<file path="src/hw/rtl/eafr_pkg.sv">
// ----------------------------------------------------------------------------
// eafr_pkg - shared types and constants for the escaped API frame receiver
// Frame phases, framing byte codes, status codes and the result beat type.
// ----------------------------------------------------------------------------
package eafr_pkg;

  // Framing bytes
  localparam logic [7:0] DELIM_BYTE  = 8'h7E;
  localparam logic [7:0] ESC_BYTE    = 8'h7D;
  localparam logic [7:0] ESC_XOR     = 8'h20;
  localparam logic [7:0] CSUM_TARGET = 8'hFF;

  // Configuration register indexes
  localparam int unsigned CFG_IDX_W = 2;
  localparam logic [CFG_IDX_W-1:0] CFG_ESCAPE_ENABLE = 2'd0;
  localparam logic [CFG_IDX_W-1:0] CFG_PAYLOAD_START = 2'd1;

  // Reset values of the configuration registers
  localparam logic       ESCAPE_ENABLE_RST = 1'b1;
  localparam logic [7:0] PAYLOAD_START_RST = 8'd15;

  // Frame status codes
  localparam logic [1:0] ST_GOOD     = 2'd0;
  localparam logic [1:0] ST_BAD_CSUM = 2'd1;
  localparam logic [1:0] ST_ABORTED  = 2'd2;
  localparam logic [1:0] ST_OVERSIZE = 2'd3;

  typedef enum logic [2:0] {
    PH_HUNT   = 3'd0,
    PH_LEN_HI = 3'd1,
    PH_LEN_LO = 3'd2,
    PH_DATA   = 3'd3,
    PH_CSUM   = 3'd4
  } eafr_phase_t;

  typedef struct packed {
    logic [7:0] out_byte;
    logic       is_status;
    logic [1:0] frame_status;
    logic       last;
  } eafr_res_t;

endpackage

</file>
<file path="src/hw/rtl/eafr_parser.sv">
// ----------------------------------------------------------------------------
// eafr_parser - frame state machine
// Unescapes each accepted byte, tracks length, position and checksum, and
// produces at most one result beat for it in the same cycle.
// ----------------------------------------------------------------------------
module eafr_parser
  import eafr_pkg::*;
#(
  parameter int unsigned MAX_FRAME_LEN = 256
) (
  input  logic       clk,
  input  logic       rst_n,
  input  logic       accept,
  input  logic [7:0] rx_byte,
  input  logic       escape_enable,
  input  logic [7:0] payload_start,
  output logic       res_valid,
  output eafr_res_t  res
);

  localparam logic [15:0] MaxLen = 16'(MAX_FRAME_LEN);

  eafr_phase_t phase_r, phase_nxt;
  logic        esc_pend_r, esc_pend_nxt;
  logic [16:0] pos_r, pos_nxt;
  logic [15:0] len_r, len_nxt;
  logic [7:0]  sum_r, sum_nxt;

  logic [7:0]  v;
  logic        go;
  logic [15:0] len_lo;
  logic [16:0] data_end;

  assign len_lo   = {len_r[15:8], v};
  assign data_end = 17'(len_r) + 17'd2;

  always_comb begin
    phase_nxt    = phase_r;
    esc_pend_nxt = esc_pend_r;
    pos_nxt      = pos_r;
    len_nxt      = len_r;
    sum_nxt      = sum_r;
    res_valid    = 1'b0;
    res          = '0;
    v            = rx_byte;
    go           = 1'b0;

    if (phase_r == PH_HUNT || phase_r > PH_CSUM) begin
      if (rx_byte == DELIM_BYTE) begin
        phase_nxt    = PH_LEN_HI;
        esc_pend_nxt = 1'b0;
        pos_nxt      = 17'd1;
        len_nxt      = '0;
        sum_nxt      = '0;
      end else begin
        phase_nxt = PH_HUNT;
      end
    end else if (escape_enable && rx_byte == DELIM_BYTE) begin
      // raw delimiter mid-frame: restart and report the abort
      phase_nxt        = PH_LEN_HI;
      esc_pend_nxt     = 1'b0;
      pos_nxt          = 17'd1;
      len_nxt          = '0;
      sum_nxt          = '0;
      res_valid        = 1'b1;
      res.is_status    = 1'b1;
      res.frame_status = ST_ABORTED;
      res.last         = 1'b1;
    end else begin
      if (esc_pend_r) begin
        esc_pend_nxt = 1'b0;
        v            = rx_byte ^ ESC_XOR;
        go           = 1'b1;
      end else if (escape_enable && rx_byte == ESC_BYTE) begin
        esc_pend_nxt = 1'b1;
      end else begin
        go = 1'b1;
      end
    end

    if (go) begin
      pos_nxt = pos_r + 17'd1;
      unique case (phase_r)
        PH_LEN_HI: begin
          len_nxt   = {v, 8'h00};
          phase_nxt = PH_LEN_LO;
        end
        PH_LEN_LO: begin
          len_nxt = len_lo;
          if (len_lo > MaxLen) begin
            phase_nxt        = PH_HUNT;
            res_valid        = 1'b1;
            res.is_status    = 1'b1;
            res.frame_status = ST_OVERSIZE;
            res.last         = 1'b1;
          end else begin
            phase_nxt = (len_lo == '0) ? PH_CSUM : PH_DATA;
          end
        end
        PH_DATA: begin
          sum_nxt = sum_r + v;
          if (pos_r >= data_end) begin
            phase_nxt = PH_CSUM;
          end
          if (pos_r >= {9'd0, payload_start}) begin
            res_valid    = 1'b1;
            res.out_byte = v;
          end
        end
        default: begin
          // checksum byte closes the frame
          phase_nxt        = PH_HUNT;
          res_valid        = 1'b1;
          res.is_status    = 1'b1;
          res.frame_status = ((CSUM_TARGET - sum_r) == v) ? ST_GOOD : ST_BAD_CSUM;
          res.last         = 1'b1;
        end
      endcase
    end
  end

  always_ff @(posedge clk) begin
    if (!rst_n) begin
      phase_r    <= PH_HUNT;
      esc_pend_r <= 1'b0;
      pos_r      <= '0;
      len_r      <= '0;
      sum_r      <= '0;
    end else if (accept) begin
      phase_r    <= phase_nxt;
      esc_pend_r <= esc_pend_nxt;
      pos_r      <= pos_nxt;
      len_r      <= len_nxt;
      sum_r      <= sum_nxt;
    end
  end

endmodule

</file>
<file path="src/hw/rtl/eafr_out_skid.sv">
// ----------------------------------------------------------------------------
// eafr_out_skid - result register with skid stage
// Holds the output beat and one spare, so one result can load under stall.
// ----------------------------------------------------------------------------
module eafr_out_skid
  import eafr_pkg::*;
(
  input  logic      clk,
  input  logic      rst_n,
  input  logic      load,
  input  eafr_res_t load_res,
  output logic      full,
  output logic      out_valid,
  input  logic      out_stall,
  output eafr_res_t out_res
);

  logic      out_valid_r;
  eafr_res_t out_r;
  logic      skid_valid_r;
  eafr_res_t skid_r;
  logic      take;

  assign take      = out_valid_r && !out_stall;
  assign full      = skid_valid_r;
  assign out_valid = out_valid_r;
  assign out_res   = out_r;

  always_ff @(posedge clk) begin
    if (!rst_n) begin
      out_valid_r  <= 1'b0;
      skid_valid_r <= 1'b0;
    end else if (skid_valid_r) begin
      if (take) begin
        skid_valid_r <= 1'b0;
      end
    end else if (load) begin
      if (out_valid_r && !take) begin
        skid_valid_r <= 1'b1;
      end else begin
        out_valid_r <= 1'b1;
      end
    end else if (take) begin
      out_valid_r <= 1'b0;
    end
  end

  always_ff @(posedge clk) begin
    if (skid_valid_r) begin
      if (take) begin
        out_r <= skid_r;
      end
    end else if (load) begin
      if (out_valid_r && !take) begin
        skid_r <= load_res;
      end else begin
        out_r <= load_res;
      end
    end
  end

endmodule

</file>
<file path="src/hw/rtl/escaped_api_frame_receiver.sv">
// ----------------------------------------------------------------------------
// escaped_api_frame_receiver - API frame receiver with byte escaping
// Parses delimited, length-prefixed, checksummed frames from a byte stream.
// ----------------------------------------------------------------------------
// One received byte is taken per beat and can be taken every cycle while
// in_stall is low. A result goes into the output register in the cycle
// after its input beat. If the output register is still held by out_stall,
// the result goes into the skid entry instead.
// A frame is 0x7E, length high, length low, data bytes, checksum. With
// escape_enable set, 0x7D drops out and flips bit 5 of the next byte, and a
// raw 0x7E inside a frame aborts it (status 2) and opens a new one. Data
// bytes at frame position >= payload_start (delimiter is position 0) come out
// as payload beats. The checksum byte closes the frame with a status beat
// (0 good, 1 bad checksum). A length above MAX_FRAME_LEN ends the frame early
// with status 3. Status beats carry last=1 and a zero byte.
// The result path is an output register plus one skid entry. in_stall is high
// while the skid entry is occupied, which lasts until the output beat is
// taken. When results come every cycle, out_stall stalls the input as well.
// With sparser results, a short out_stall need not stall the input.
// Config writes are always ready (cfg_ready tied high) and take effect on the
// next byte; write them only while the stream is idle.
// ----------------------------------------------------------------------------
module escaped_api_frame_receiver
  import eafr_pkg::*;
#(
  parameter int unsigned MAX_FRAME_LEN = 256
) (
  input  logic                 clk,
  input  logic                 rst_n,
  // received byte beats
  input  logic                 in_valid,
  output logic                 in_stall,
  input  logic [7:0]           in_rx_byte,
  // result beats
  output logic                 out_valid,
  input  logic                 out_stall,
  output logic [7:0]           out_byte,
  output logic                 out_is_status,
  output logic [1:0]           out_frame_status,
  output logic                 out_last,
  // register writes
  input  logic                 cfg_valid,
  output logic                 cfg_ready,
  input  logic [CFG_IDX_W-1:0] cfg_index,
  input  logic [7:0]           cfg_data
);

  logic       escape_enable_r;
  logic [7:0] payload_start_r;
  logic       accept;
  logic       res_valid;
  eafr_res_t  res;
  logic       skid_full;
  eafr_res_t  out_res;

  assign cfg_ready = 1'b1;

  always_ff @(posedge clk) begin
    if (!rst_n) begin
      escape_enable_r <= ESCAPE_ENABLE_RST;
      payload_start_r <= PAYLOAD_START_RST;
    end else if (cfg_valid && cfg_ready) begin
      unique case (cfg_index)
        CFG_ESCAPE_ENABLE: escape_enable_r <= cfg_data[0];
        CFG_PAYLOAD_START: payload_start_r <= cfg_data;
        default: ;  // unmapped index: write dropped
      endcase
    end
  end

  // Stall only when the spare result slot is occupied.
  assign in_stall = skid_full;
  assign accept   = in_valid && !in_stall;

  eafr_parser #(
    .MAX_FRAME_LEN (MAX_FRAME_LEN)
  ) u_parser (
    .clk           (clk),
    .rst_n         (rst_n),
    .accept        (accept),
    .rx_byte       (in_rx_byte),
    .escape_enable (escape_enable_r),
    .payload_start (payload_start_r),
    .res_valid     (res_valid),
    .res           (res)
  );

  eafr_out_skid u_out (
    .clk       (clk),
    .rst_n     (rst_n),
    .load      (accept && res_valid),
    .load_res  (res),
    .full      (skid_full),
    .out_valid (out_valid),
    .out_stall (out_stall),
    .out_res   (out_res)
  );

  assign out_byte         = out_res.out_byte;
  assign out_is_status    = out_res.is_status;
  assign out_frame_status = out_res.frame_status;
  assign out_last         = out_res.last;

endmodule
</file>
<file path="config.mk">
export PLATFORM = sky130hd
export DESIGN_NAME = escaped_api_frame_receiver
export DESIGN_NICKNAME = d
export VERILOG_FILES = /design/src/hw/rtl/eafr_pkg.sv /design/src/hw/rtl/eafr_parser.sv /design/src/hw/rtl/eafr_out_skid.sv /design/src/hw/rtl/escaped_api_frame_receiver.sv
export SDC_FILE = /design/constraint.sdc
export NUM_CORES = 1
export LEC_CHECK = 0
export BUFFER_PORTS_ARGS = -buffer_cell sky130_fd_sc_hd__buf_2
export CAP_MARGIN = 20
export CELL_PAD_IN_SITES_DETAIL_PLACEMENT = 1
export CELL_PAD_IN_SITES_GLOBAL_PLACEMENT = 1
export CORE_ASPECT_RATIO = 1.5
export CORE_UTILIZATION = 49
export CTS_BUF_LIST = sky130_fd_sc_hd__clkbuf_8
export CTS_CLUSTER_DIAMETER = 40
export DETAILED_ROUTE_END_ITERATION = 8
export MAX_ROUTING_LAYER = met4
export PLACE_DENSITY = 0.93
export SETUP_SLACK_MARGIN = 0.3
export SLEW_MARGIN = 20
export SYNTH_ARGS = -nofsm -noshare
export SYNTH_HDL_FRONTEND = slang
export SYNTH_HIERARCHICAL = 1
export SYNTH_SLANG_ARGS = --single-unit
</file>
<file path="constraint.sdc">
create_clock -name clk -period 3.9 [get_ports clk]
set_input_delay 0 -clock clk [delete_from_list [all_inputs] [get_ports clk]]
set_output_delay 0 -clock clk [all_outputs]
set_load 0.02 [all_outputs]
</file>
==> metrics.cfg <==
[floorplan]
rows = 43
design.core.area_mm2 = 0.00931
die-height_um = 122
fp.dieW_um = 82.1
dieArea_mm2 = 0.0100
io_pins = 38
start_util_pct = 50.7

[pwr]
peakVddDrop_mv = 0.254
p_int_mw = 1.19
combPwrFrac_pct = 5.9
power_frac_clock_pct = 40.5
swShare_pct = 25.3
p_leak_nw = 2.09
cellPowerDensity_mw_per_mm2 = 299
seq_power_share_pct = 53.6
switchingPower_mw = 0.405
finalPower_mw = 1.60

[placed_design]
dp_cells = 630
hpwl_um = 9780
place_congestion = 0.938
port_buffers = 36

[synthesis]
synth.area.top_cells = dfxtp_1 24%, edfxtp_1 15%, ha_1 9.0%
syn_area_mm2 = 0.00472
synthFlopType = dfxtp_1
synth_cells = 490
yosysWarnings = 6
synth-edff-count = 24
syn_avg_cell_area_um2 = 9.63
ys_ff_latch = 80
async_flop_share_pct = 0
synth-seq-area-share_pct = 39.0
yosys.area.top_type_share_pct = 23.8
synth_cell_types = 66
synth_fp_nets = 548
synth_top_cell_by_area = dfxtp_1

[global_routing]
grt_first_pass_wirelength_um = 22100
antenna_found_initial = 0
track_usage_pct = 31.1
grt_max_degree = 23
first_global_vias = 4383
grt-ovfl-total = 0

[clocking]
cts_post_setup_buffers_inserted = 0
clockRootBuffer = clkbuf_8
cts.sinks = 80
cts.path.max_buffers = 2
insertion_delay_ns = 0.38
cts_buffers = 9
cts_tree = done
clk_pin_slew_ns = 0.10
htreeDepth = 3

[run_status]
status = complete, no violations

[job]
drv_cap = 0

[cells_and_area]
fill_cells = 1062
syn2layout_area_growth_pct = 13.3
regArea_mm2 = 0.00184
final_cells = 663
multi_input_area_mm2 = 0.00269
drive_gt1_share_pct = 15.1
num_antenna_cells = 0
final_nets = 604

[hold_path]
worst_hold_path_type = primary input to register

[sta]
finalCriticalPeriod_ns = 3.29
tightest_slew_ns = 0.996
fmax_mhz = 304
fin_setup_tns_ns = 0
max_slew_margin_pct = 33.1
rsz0062_at_grt = false
clock-skew-final_ns = 0.0129
min_period_over_period_pct = 84.5
drv_slew = 0
hold_viol = 0
setup_viol = 0

[drt]
drt_iter0_markers = 201
finalWirelength_um = 14100
wl_per_cell_um = 21.3
ant_nets = 0
drt-pass1-iter-count = 4
route.detailed.drc = 0
avgViaCountPerCell = 6.24
vias = 4139

[worst_setup_path]
cp_slowest_cell = dfxtp_1
critPathMaxFanout = 5
start_kind = register
cp.arrival_ns = 3.61
worst-path-buf-inv = 0
critPathKind = register to register
cp-end-kind = register
required_ns = 4.22
path_cells = and3_1, and3_1, and2_1, nor2b_1, xnor2_1, ha_1, and2_1, a221o_1, a221o_1, a211oi_1, a2111oi_1, nor2_1
cp_top_family = simple AND/OR/NAND/NOR gates
max_stage_delay_ns = 0.42

==> cell type report <==
class,count,area share [%]
flip-flops and latches,80,34.4
repair buffers,57,7.11
multi-input cells,374,50.3
clock buffers,9,2.32
clock inverters,7,1.52
inverters,24,1.68
well taps,112,2.62
==> kinds of logic (layout without fill, tap and decap cells) <==
group / count (synthesis) / in the layout / synth area share (%)
mux: 18 / 18 / 4.69
simple gates: 181 / 181 / 20.7
flops: 80 / 80 / 39.0
buf+inv: 36 / 97 / 3.98
xor+xnor: 27 / 27 / 5.01
other cells: 1 / 1 / 0.0795
fa+ha+maj: 35 / 35 / 9.44
compound gates: 112 / 112 / 17.1
==> power by group through the flow <==
| stage | Clock [mW] | Sequential, mW | Combinational [mW] |
|---|---|---|---|
| 6_report | 0.647 | 0.857 | 0.0943 |
| 3_5_place_dp | 0 | 0.876 | 0.0807 |
| 2_1_floorplan | 0 | 0.875 | 0.0448 |
| 5_1_grt | 0.678 | 0.857 | 0.102 |
| 3_3_place_gp | 0 | 0.876 | 0.0760 |
| 4_1_cts | 0.654 | 0.857 | 0.0925 |
==> cells in the final DEF (no fill, tap or decap), types with 11 or more instances in the layout <==
cell,netlist,final
nand2_1,37,37
a22o_1,21,21
a21oi_1,18,18
nand3_1,12,12
nor2_1,35,35
and2_1,14,14
xnor2_1,16,16
ha_1,34,34
inv_1,24,24
nor2b_1,11,11
o21ai_0,24,24
buf_2,2,36
nor3_1,11,11
edfxtp_1,24,24
xor2_1,11,11
dfxtp_1,56,56
dlygate4sd3_1,0,17
==> state kept, by name (all words and copies together) (netlist names) <==
signal and cells:
u_out/skid_r 12, u_parser/phase_r 3, u_parser/pos_r 17, u_parser/sum_r 8
payload_start_r 8, u_parser/len_r 16, u_out/out_valid 1, u_parser/esc_pend_r 1
u_out/out_res 12, escape_enable_r 1, u_out/full 1
==> metrics by stage <==
step	instance area, um^2	utilization (%)	setup slack [ns]	hold WS [ns]
4_1_cts	5350	57.4	0.613	0.0115
2_1_floorplan	4720	-	0.637	0.126
3_3_place_gp	4970	53.4	0.917	0.252
6_report	5350	57.4	0.605	0.0147
3_5_place_dp	4970	53.4	0.726	0.262
5_1_grt	5350	57.4	0.402	0.0174
==> final timing paths <==
check                startpoint             endpoint  slack, ns  cells after the start
max           u_parser/len_r[3]  u_parser/phase_r[0]       0.61                     12
min               in_rx_byte[0]    u_parser/len_r[0]       0.01                      2
max reg2reg   u_parser/len_r[3]  u_parser/phase_r[0]       0.61                     12
min reg2reg  payload_start_r[6]   payload_start_r[6]       0.47                      2
==> what timing repair did <==
item,CTS,global route
endpoints found under the hold margin,17,0
hold buffers,17,0
resized for setup,0,0
==> worst reg2reg max path: stages (launching register included) <==
cell and delay (ns):
dfxtp_1 0.42, and3_1 0.20, and3_1 0.21, and2_1 0.19, nor2b_1 0.29, xnor2_1 0.16
ha_1 0.27, and2_1 0.19, a221o_1 0.30, a221o_1 0.40, a211oi_1 0.37, a2111oi_1 0.12
nor2_1 0.11
==> cells in the mapped netlist, types with 3 or more instances <==
master    instances
buf_4             3
buf_6             3
nor4_1            7
o211ai_1          6
o31ai_1           4
nor3_1           11
xnor2_1          16
nand2_1          37
and4_1            4
and3_1            9
a21boi_0          3
clkbuf_1          3
nand4b_1          3
nand4_1           9
nor3b_1           3
inv_1            24
and2_1           14
nor2_1           35
mux2_2            5
a31oi_1           3
o21ai_1           3
dfxtp_1          56
ha_1             34
mux2_4            7
a211oi_1          3
nor2b_1          11
nand3_1          12
a21oi_1          18
o21a_1            5
or2_2             4
a22o_1           21
xor2_1           11
edfxtp_1         24
o21ai_0          24
nand2b_1          4
mux2i_1           6
or3_1             9
==> metal layers <==
layer  GRT usage [%]  wire, um  vias up
li1                -         -     1929
met1            29.9      5120     2060
met2            56.7      7860      109
met3            4.87       425       41
met4            17.7       688        0
met5               -         0        -
No activity file was read; power rests on OpenSTA's default activity.
